--- config.mk ---
export PLATFORM = sky130hd
export DESIGN_NAME = websocket_frame_deframer
export DESIGN_NICKNAME = d
export VERILOG_FILES = /design/src/rtl/wsd_pkg.sv /design/src/rtl/wsd_parser.sv /design/src/rtl/wsd_queue.sv /design/src/rtl/wsd_emit.sv /design/src/rtl/websocket_frame_deframer.sv
export SDC_FILE = /design/constraint.sdc
export NUM_CORES = 1
export LEC_CHECK = 0
export BUFFER_PORTS_ARGS = -buffer_cell sky130_fd_sc_hd__buf_2
export CAP_MARGIN = 20
export CORE_ASPECT_RATIO = 1.4
export CORE_MARGIN = 5
export CORE_UTILIZATION = 45
export DETAILED_ROUTE_END_ITERATION = 7
export HOLD_SLACK_MARGIN = 0.15
export SLEW_MARGIN = 20
export SYNTH_ARGS = -nofsm -noshare
export SYNTH_HDL_FRONTEND = slang
export SYNTH_SLANG_ARGS = --single-unit
export TNS_END_PERCENT = 10
--- constraint.sdc ---
create_clock -name clk -period 8.55 [get_ports clk]
set_clock_uncertainty 0.1 [all_clocks]
set_input_delay 1.2825 -clock clk [delete_from_list [all_inputs] [get_ports clk]]
set_output_delay 1.2825 -clock clk [all_outputs]
set_load 0.03 [all_outputs]
--- src/rtl/wsd_pkg.sv ---
package wsd_pkg;

	localparam int IN_W       = 8;
	localparam int LEN_W      = 63;
	localparam int CFG_W      = 63;
	localparam int CFG_IDX_W  = 1;
	localparam int TDATA_W    = 80;
	localparam int TUSER_W    = 2;
	localparam int KEY_W      = 32;
	localparam int QUEUE_DEPTH = 4;

	localparam logic [CFG_IDX_W-1:0] REG_LIMIT_ENABLE = 1'd0;
	localparam logic [CFG_IDX_W-1:0] REG_MAX_LENGTH   = 1'd1;

	// Seven-bit length codes that announce an extended length field.
	localparam logic [6:0] LEN16_CODE = 7'd126;
	localparam logic [6:0] LEN64_CODE = 7'd127;
	localparam int KEY_BYTES = 4;

	// Field byte counts minus one, loaded when a multi-byte field starts.
	localparam logic [2:0] EXT16_LAST = 3'd1;
	localparam logic [2:0] EXT64_LAST = 3'd7;
	localparam logic [2:0] KEY_LAST   = 3'(KEY_BYTES - 1);

	typedef enum logic [1:0] {
		KIND_PAYLOAD  = 2'd0,
		KIND_EMPTY    = 2'd1,
		KIND_TOO_LONG = 2'd2
	} wsd_kind_t;

	typedef struct packed {
		wsd_kind_t         kind;
		logic [7:0]        raw;
		logic [7:0]        key_byte;
		logic [3:0]        opcode;
		logic              fin;
		logic              masked;
		logic [LEN_W-1:0]  length;
		logic              last;
	} wsd_rec_t;

	typedef struct packed {
		logic full;
		logic empty;
	} wsd_qstat_t;

endpackage

--- src/rtl/wsd_parser.sv ---
module wsd_parser (
	input  logic                           clk,
	input  logic                           arst_n,
	input  logic                           s_tvalid,
	output logic                           s_tready,
	input  logic [wsd_pkg::IN_W-1:0]       s_tdata,
	input  logic                           cfg_we,
	input  logic [wsd_pkg::CFG_IDX_W-1:0]  cfg_index,
	input  logic [wsd_pkg::CFG_W-1:0]      cfg_data,
	input  wsd_pkg::wsd_qstat_t            q_stat,
	output logic                           push,
	output wsd_pkg::wsd_rec_t              rec
);
	import wsd_pkg::*;

	typedef enum logic [2:0] {
		ST_HDR0,
		ST_HDR1,
		ST_EXT,
		ST_KEY,
		ST_PAY
	} state_t;

	state_t             st_q, st_d;
	logic               fin_q, fin_d;
	logic [3:0]         op_q, op_d;
	logic               mask_q, mask_d;
	logic [LEN_W-1:0]   acc_q, acc_d;
	logic [2:0]         cnt_q, cnt_d;
	logic [KEY_W-1:0]   key_q, key_d;
	logic [LEN_W-1:0]   rem_q, rem_d;
	logic [1:0]         kidx_q, kidx_d;
	logic               disc_q, disc_d;
	logic               limit_q;
	logic [LEN_W-1:0]   max_q;

	logic               accept;
	logic               emit;
	logic               len_done;
	logic               enter_pay;
	logic               too_long;
	logic [LEN_W-1:0]   len_val;
	logic [7:0]         kb;
	logic [7:0]         b;

	assign b        = s_tdata;
	assign s_tready = !q_stat.full;
	assign accept   = s_tvalid && s_tready;
	assign push     = accept && emit;

	always_comb begin
		case (kidx_q)
			2'd0:    kb = key_q[31:24];
			2'd1:    kb = key_q[23:16];
			2'd2:    kb = key_q[15:8];
			default: kb = key_q[7:0];
		endcase
		if (!mask_q) begin
			kb = 8'h00;
		end
	end

	always_comb begin
		st_d      = st_q;
		fin_d     = fin_q;
		op_d      = op_q;
		mask_d    = mask_q;
		acc_d     = acc_q;
		cnt_d     = cnt_q;
		key_d     = key_q;
		rem_d     = rem_q;
		kidx_d    = kidx_q;
		disc_d    = disc_q;
		len_done  = 1'b0;
		enter_pay = 1'b0;
		too_long  = 1'b0;
		len_val   = acc_q;
		emit      = 1'b0;
		rec.kind     = KIND_PAYLOAD;
		rec.raw      = 8'h00;
		rec.key_byte = 8'h00;
		rec.last     = 1'b1;

		case (st_q)
			ST_HDR1: begin
				mask_d = b[7];
				acc_d  = '0;
				if (b[6:0] == LEN16_CODE) begin
					cnt_d = EXT16_LAST;
					st_d  = ST_EXT;
				end else if (b[6:0] == LEN64_CODE) begin
					cnt_d = EXT64_LAST;
					st_d  = ST_EXT;
				end else begin
					len_val  = LEN_W'(b[6:0]);
					len_done = 1'b1;
				end
			end
			ST_EXT: begin
				// Only the low 63 bits are kept; the reserved top bit falls off.
				len_val = {acc_q[LEN_W-9:0], b};
				acc_d   = len_val;
				if (cnt_q == 3'd0) begin
					len_done = 1'b1;
				end else begin
					cnt_d = cnt_q - 3'd1;
				end
			end
			ST_KEY: begin
				key_d = {key_q[KEY_W-9:0], b};
				if (cnt_q == 3'd0) begin
					enter_pay = 1'b1;
				end else begin
					cnt_d = cnt_q - 3'd1;
				end
			end
			ST_PAY: begin
				if (rem_q == '0) begin
					st_d = ST_HDR0;
				end else begin
					rem_d  = rem_q - LEN_W'(1);
					kidx_d = kidx_q + 2'd1;
					if (rem_q == LEN_W'(1)) begin
						st_d = ST_HDR0;
					end
					emit         = !disc_q;
					rec.kind     = KIND_PAYLOAD;
					rec.raw      = b;
					rec.key_byte = kb;
					rec.last     = (rem_q == LEN_W'(1));
				end
			end
			default: begin
				fin_d  = b[7];
				op_d   = b[3:0];
				mask_d = 1'b0;
				key_d  = '0;
				acc_d  = '0;
				rem_d  = '0;
				kidx_d = 2'd0;
				disc_d = 1'b0;
				cnt_d  = 3'd0;
				st_d   = ST_HDR1;
			end
		endcase

		if (len_done) begin
			too_long = limit_q && (len_val > max_q);
			acc_d    = len_val;
			rem_d    = len_val;
			kidx_d   = 2'd0;
			disc_d   = too_long;
			if (too_long) begin
				emit     = 1'b1;
				rec.kind = KIND_TOO_LONG;
			end
			if (mask_d) begin
				st_d  = ST_KEY;
				cnt_d = KEY_LAST;
			end else begin
				enter_pay = 1'b1;
			end
		end

		if (enter_pay) begin
			if (rem_d == '0) begin
				st_d = ST_HDR0;
				if (!disc_d) begin
					emit     = 1'b1;
					rec.kind = KIND_EMPTY;
				end
			end else begin
				st_d = ST_PAY;
			end
		end

		rec.opcode = op_q;
		rec.fin    = fin_q;
		rec.masked = mask_d;
		rec.length = acc_d;
	end

	always_ff @(posedge clk or negedge arst_n) begin
		if (!arst_n) begin
			st_q    <= ST_HDR0;
			fin_q   <= 1'b0;
			op_q    <= 4'd0;
			mask_q  <= 1'b0;
			acc_q   <= '0;
			cnt_q   <= 3'd0;
			key_q   <= '0;
			rem_q   <= '0;
			kidx_q  <= 2'd0;
			disc_q  <= 1'b0;
			limit_q <= 1'b0;
			max_q   <= '1;
		end else begin
			if (accept) begin
				st_q   <= st_d;
				fin_q  <= fin_d;
				op_q   <= op_d;
				mask_q <= mask_d;
				acc_q  <= acc_d;
				cnt_q  <= cnt_d;
				key_q  <= key_d;
				rem_q  <= rem_d;
				kidx_q <= kidx_d;
				disc_q <= disc_d;
			end
			if (cfg_we) begin
				case (cfg_index)
					REG_LIMIT_ENABLE: limit_q <= cfg_data[0];
					REG_MAX_LENGTH:   max_q   <= cfg_data;
					default:          ;
				endcase
			end
		end
	end

endmodule

--- src/rtl/wsd_queue.sv ---
module wsd_queue #(
	parameter int DEPTH = wsd_pkg::QUEUE_DEPTH
) (
	input  logic                 clk,
	input  logic                 arst_n,
	input  logic                 push,
	input  wsd_pkg::wsd_rec_t    push_rec,
	input  logic                 pop,
	output wsd_pkg::wsd_rec_t    head_rec,
	output wsd_pkg::wsd_qstat_t  q_stat
);
	import wsd_pkg::*;

	localparam int AW = (DEPTH > 1) ? $clog2(DEPTH) : 1;
	localparam int CW = $clog2(DEPTH + 1);

	wsd_rec_t        mem_q [DEPTH];
	logic [AW-1:0]   wr_ptr_q;
	logic [AW-1:0]   rd_ptr_q;
	logic [CW-1:0]   count_q;
	logic            do_push;
	logic            do_pop;

	assign q_stat.full  = (count_q == CW'(DEPTH));
	assign q_stat.empty = (count_q == '0);
	assign do_push      = push && !q_stat.full;
	assign do_pop       = pop && !q_stat.empty;
	assign head_rec     = mem_q[rd_ptr_q];

	always_ff @(posedge clk) begin
		if (do_push) begin
			mem_q[wr_ptr_q] <= push_rec;
		end
	end

	always_ff @(posedge clk or negedge arst_n) begin
		if (!arst_n) begin
			wr_ptr_q <= '0;
			rd_ptr_q <= '0;
			count_q  <= '0;
		end else begin
			if (do_push) begin
				wr_ptr_q <= (wr_ptr_q == AW'(DEPTH - 1)) ? '0 : wr_ptr_q + AW'(1);
			end
			if (do_pop) begin
				rd_ptr_q <= (rd_ptr_q == AW'(DEPTH - 1)) ? '0 : rd_ptr_q + AW'(1);
			end
			if (do_push && !do_pop) begin
				count_q <= count_q + CW'(1);
			end else if (do_pop && !do_push) begin
				count_q <= count_q - CW'(1);
			end
		end
	end

endmodule

--- src/rtl/wsd_emit.sv ---
module wsd_emit (
	input  logic                          clk,
	input  logic                          arst_n,
	input  wsd_pkg::wsd_rec_t             head_rec,
	input  wsd_pkg::wsd_qstat_t           q_stat,
	output logic                          pop,
	output logic                          m_tvalid,
	input  logic                          m_tready,
	output logic [wsd_pkg::TDATA_W-1:0]   m_tdata,
	output logic [wsd_pkg::TUSER_W-1:0]   m_tuser,
	output logic                          m_tlast
);
	import wsd_pkg::*;

	logic              vld_q;
	wsd_kind_t         kind_q;
	logic [7:0]        data_q;
	logic [3:0]        op_q;
	logic              fin_q;
	logic              masked_q;
	logic [LEN_W-1:0]  len_q;
	logic              last_q;

	assign pop = !q_stat.empty && (!vld_q || m_tready);

	always_ff @(posedge clk or negedge arst_n) begin
		if (!arst_n) begin
			vld_q <= 1'b0;
		end else if (pop) begin
			vld_q <= 1'b1;
		end else if (m_tready) begin
			vld_q <= 1'b0;
		end
	end

	// Unmasking happens here, on the way into the output register.
	always_ff @(posedge clk) begin
		if (pop) begin
			kind_q   <= head_rec.kind;
			data_q   <= head_rec.raw ^ head_rec.key_byte;
			op_q     <= head_rec.opcode;
			fin_q    <= head_rec.fin;
			masked_q <= head_rec.masked;
			len_q    <= head_rec.length;
			last_q   <= head_rec.last;
		end
	end

	assign m_tvalid = vld_q;
	assign m_tuser  = kind_q;
	assign m_tlast  = last_q;
	assign m_tdata  = TDATA_W'({len_q, masked_q, fin_q, op_q, data_q});

endmodule

--- src/rtl/websocket_frame_deframer.sv ---
// Channel  Direction  Data                                     Side band
// s_*      in         tdata[7:0] rx_byte                       -
// m_*      out        tdata: data_byte, opcode, fin,           tuser: kind
//                     was_masked, frame_length                 tlast: last
// cfg_*    in         cfg_index selects register, cfg_data     -
//
// One received byte is taken per cycle while the queue has room; header and key
// bytes produce no payload transfer. A result reaches m_* through the queue and the
// output register; the parser and its 63-bit length compare set the one-byte pace.
// s_tready drops only when the queue is full, which happens after a sustained stall
// on m_tready. Reset clears the parser to the first header byte and empties the queue.
module websocket_frame_deframer #(
	parameter int QUEUE_DEPTH = wsd_pkg::QUEUE_DEPTH
) (
	input  logic                           clk,
	input  logic                           arst_n,
	input  logic                           s_tvalid,
	output logic                           s_tready,
	input  logic [wsd_pkg::IN_W-1:0]       s_tdata,    // [7:0] rx_byte
	output logic                           m_tvalid,
	input  logic                           m_tready,
	// [7:0] data_byte, [11:8] opcode, [12] fin, [13] was_masked,
	// [76:14] frame_length, [79:77] zero
	output logic [wsd_pkg::TDATA_W-1:0]    m_tdata,
	output logic [wsd_pkg::TUSER_W-1:0]    m_tuser,    // [1:0] kind
	output logic                           m_tlast,
	input  logic                           cfg_we,
	input  logic [wsd_pkg::CFG_IDX_W-1:0]  cfg_index,
	input  logic [wsd_pkg::CFG_W-1:0]      cfg_data
);
	import wsd_pkg::*;

	wsd_qstat_t  q_stat;
	wsd_rec_t    push_rec;
	wsd_rec_t    head_rec;
	logic        push;
	logic        pop;

	wsd_parser u_parser (
		.clk       (clk),
		.arst_n    (arst_n),
		.s_tvalid  (s_tvalid),
		.s_tready  (s_tready),
		.s_tdata   (s_tdata),
		.cfg_we    (cfg_we),
		.cfg_index (cfg_index),
		.cfg_data  (cfg_data),
		.q_stat    (q_stat),
		.push      (push),
		.rec       (push_rec)
	);

	wsd_queue #(
		.DEPTH (QUEUE_DEPTH)
	) u_queue (
		.clk      (clk),
		.arst_n   (arst_n),
		.push     (push),
		.push_rec (push_rec),
		.pop      (pop),
		.head_rec (head_rec),
		.q_stat   (q_stat)
	);

	wsd_emit u_emit (
		.clk      (clk),
		.arst_n   (arst_n),
		.head_rec (head_rec),
		.q_stat   (q_stat),
		.pop      (pop),
		.m_tvalid (m_tvalid),
		.m_tready (m_tready),
		.m_tdata  (m_tdata),
		.m_tuser  (m_tuser),
		.m_tlast  (m_tlast)
	);

`ifndef SYNTHESIS
	// Empty-frame and too-long results always close their frame.
	a_status_last: assert property (@(posedge clk) disable iff (!arst_n)
		m_tvalid && (m_tuser != KIND_PAYLOAD) |-> m_tlast)
		else $error("status result without last");

	// Only payload transfers carry a data byte.
	a_status_zero: assert property (@(posedge clk) disable iff (!arst_n)
		m_tvalid && (m_tuser != KIND_PAYLOAD) |-> (m_tdata[7:0] == 8'h00))
		else $error("status result with nonzero data byte");

	// A queued result reaches an empty output register in the next cycle.
	a_drain: assert property (@(posedge clk) disable iff (!arst_n)
		!q_stat.empty && !m_tvalid |=> m_tvalid)
		else $error("queued result not moved to the output");

	// The parser never pushes into a full queue.
	a_no_overflow: assert property (@(posedge clk) disable iff (!arst_n)
		push |-> !q_stat.full)
		else $error("push into full queue");
`endif

endmodule
==> metrics.csv <==
metric,value,unit
Pwr per Cell Area,353,mW/mm2
clk sinks,677,
Core Box Area,0.0704,mm2
Setup CP Type,reg2reg,
Post-synth EDFFs,432,
Root Driver,clkbuf_16,
post-synth top area share,0.406,
drt wl/cell,27.6,um
Slew headroom,0.231,
kind of start point of the critical path,flip-flop,
Util after Layout,0.515,
worst r2r path cells,21,
hold crit path type,reg2reg,
WHS,387,ps
"Cell Area, Placed",0.0340,mm2
htree depth,3,
Clk pwr share,0.235,
Final setup viols,0,
DRC errors left,0,
CP endpoint,u_queue.count_q[2]$_DFFE_PN0P_,
setup TNS,0,ps
Longest Clk Path Bufs,3,
Leakage,14.3,nW
vias in the first global route,22700,
Vias,22800,
status,completed,
gr usage total,0.264,
Worst-path clk slew,60,ps
placement row count,115,
drt via density,6.09,
sequential cell area fraction in the yosys report,0.600,
ranking of synthesized cells by area,"edfxtp_1 (41%), dfrtp_1 (14%), mux4_2 (5.6%), dfstp_2 (5.2%), nand2_1 (5.1%)",
die height,325,um
"Power, Total",12.8,mW
internal power of the cells,7.60,mW
hold_sp,u_parser.key_q[26]$_DFFE_PN0P_,
CP required,9000,ps
most frequent cell after synthesis,nand2_1,
Routed WL,103000,um
Worst VDD drop,202,uV
CP Capture Type,flip-flop,
clock latency on the worst-skew pair,630,ps
post-DP HPWL,74300,um
Synth cell types,91,
first-pass GRT wire length,152000,um
layout cell share with drive strength beyond 1,0.215,
I/O pin total,162,
warnings from Yosys,0,
DRT antenna net count,0,
largest net degree at the start of global routing,154,
hold_buf cts,0,
reg2reg end,u_queue.count_q[2]$_DFFE_PN0P_,
Yosys reg bits,677,
setup ws final,1940,ps
antenna violations before repair,1,
First DRT Iteration DRCs,2350,
placed insts,3613,
Finished Cell Area,0.0362,mm2
R2R Path Start,u_parser.st_q[0]$_DFFE_PN0P_,
Resize count post-CTS,0,
dpl ws,1910,ps
Logic pwr share,0.388,
CTS buffer count,68,
Port Buf Inserts,158,
fin crit share,0.773,
Worst Tran Pin Value,1140,ps
Mapped Area,0.0320,mm2
RSZ-0062 raised after global routing,no,
Psw,5.20,mW
Synth area leader,edfxtp_1,
top post-synthesis cells by count,"nand2_1 (435), edfxtp_1 (432), dfrtp_1 (182), o21ai_0 (141), nor2_1 (133)",
crit path time final,6610,ps
Sw Ratio,0.406,
final cell count without fillers,3739,
Fmax,151,MHz
dominant synthesized flop cell,edfxtp_1,
Final nets,2903,
Max Cap Violations,0,
drt pass-1 iters,8,
Critical Path AT,7060,ps
initial cell density of the core,0.454,
CP Launch Point,u_parser.st_q[0]$_DFFE_PN0P_,
Final Hold Vio Count,0,
Post-Synthesis Cells,2613,
"Async S/R FF share, synth",0.362,
gpl congestion,1.04,
setup bufs post-CTS,0,
Overflow after GRT,0,
average size of a mapped cell,12.2,um2
synth-to-layout area growth,13.4,%
DIE AREA,0.0765,mm2
Reg2Reg Setup Slack,1940,ps
TritonCTS clock tree,built,
Die Wd,235,um
Sequential Power Share,0.377,
"Slew Viols, Final",0,
crit path max fanout,20,
[cell usage in the layout (no fill, tap or decap), types with 19 or more instances in the layout]
| cell | netlist | final |
|---|---|---|
| nand2_1 | 435 | 432 |
| a22oi_1 | 19 | 19 |
| dfrtp_1 | 182 | 180 |
| a21o_1 | 30 | 30 |
| a31oi_1 | 31 | 30 |
| ha_1 | 77 | 77 |
| xor2_1 | 38 | 38 |
| nand4_1 | 33 | 33 |
| dfstp_2 | 63 | 63 |
| mux2_2 | 76 | 76 |
| a21oi_1 | 97 | 95 |
| mux4_2 | 80 | 80 |
| and3_1 | 22 | 22 |
| o21ai_0 | 141 | 140 |
| buf_4 | 5 | 58 |
| inv_1 | 90 | 90 |
| nor3_1 | 55 | 53 |
| buf_2 | 9 | 157 |
| nor4_1 | 37 | 36 |
| nand3_1 | 33 | 32 |
| edfxtp_1 | 432 | 432 |
| a22o_1 | 59 | 59 |
| clkbuf_16 | 0 | 70 |
| nor2_1 | 133 | 130 |
[layout make-up]
type	instances	area (um2)
tap	936	1170
multi-input combinational	1687	11900
clock buffer	89	1890
fill	6046	34100
antenna	1	2.50
timing repair buffer	223	1380
clock inverter	35	344
sequential	677	19200
inverter	91	342
[how the worst min path moves through the flow]
stage                                           to  depth (start not counted)  slack (ps)
finish              u_parser.key_q[26]$_DFFE_PN0P_                          2         390
global route        u_parser.key_q[30]$_DFFE_PN0P_                          2         410
CTS                 u_parser.key_q[30]$_DFFE_PN0P_                          2         390
detailed placement  u_parser.key_q[30]$_DFFE_PN0P_                          2         370
global placement    u_parser.key_q[30]$_DFFE_PN0P_                          2         360
floorplan           u_parser.key_q[24]$_DFFE_PN0P_                          2         350
[per-layer routing]
layer,track usage,vias up,wire length (um)
met1,0.331,11400,39500
met2,0.437,1035,49900
met4,0.149,0,7080
li1,-,10000,-
met5,0,-,0
met3,0.0447,295,6750
[worst max-delay path, cell delays in order (launching register included)]
cell and delay (ps):
dfrtp_1 720, buf_4 360, or3b_2 590, or3_1 520, nand2_1 710, a22o_1 400, ha_1 210, nand4_1 200
nor4_1 430, nand2_1 160, nor3_1 260, o31ai_1 110, a31oi_1 170, buf_4 210, o21ai_0 110, nand2_2 190
ha_1 220, inv_1 60, fa_1 380, xor2_1 180, nor2_1 110, xor2_1 150
[flip-flops by register name, indices dropped and copies added (netlist names), 2 cells and up]
register,flops
u_parser.kidx_q,2
u_queue.rd_ptr_q,2
u_queue.count_q,3
u_parser.key_q,32
u_parser.cnt_q,3
u_emit.data_q,8
u_parser.st_q,3
u_emit.m_tuser,2
u_queue.wr_ptr_q,2
u_queue.mem_q,352
u_emit.len_q,63
u_emit.op_q,4
u_parser.rem_q,63
u_parser.op_q,4
u_parser.max_q,63
u_parser.acc_q,63
[cell families after synthesis]
family          synth area share
xor+xnor                  0.0153
mux                       0.0876
other cells             0.000117
simple gates               0.127
compound gates             0.108
buf+inv                   0.0309
flops                      0.600
fa+ha+maj                 0.0308
[power groups by stage]
| stage | sequential [mW] | combinational [mW] | clock [mW] |
|---|---|---|---|
| after global routing | 4.89 | 5.25 | 3.22 |
| final | 4.82 | 4.96 | 3.01 |
| after detailed placement | 4.92 | 4.84 | 0 |
| after global placement | 4.90 | 4.83 | 0 |
| after CTS | 4.86 | 4.86 | 3.07 |
| after floorplan | 5.01 | 2.90 | 0 |
No activity file was read; power rests on OpenSTA's default activity.
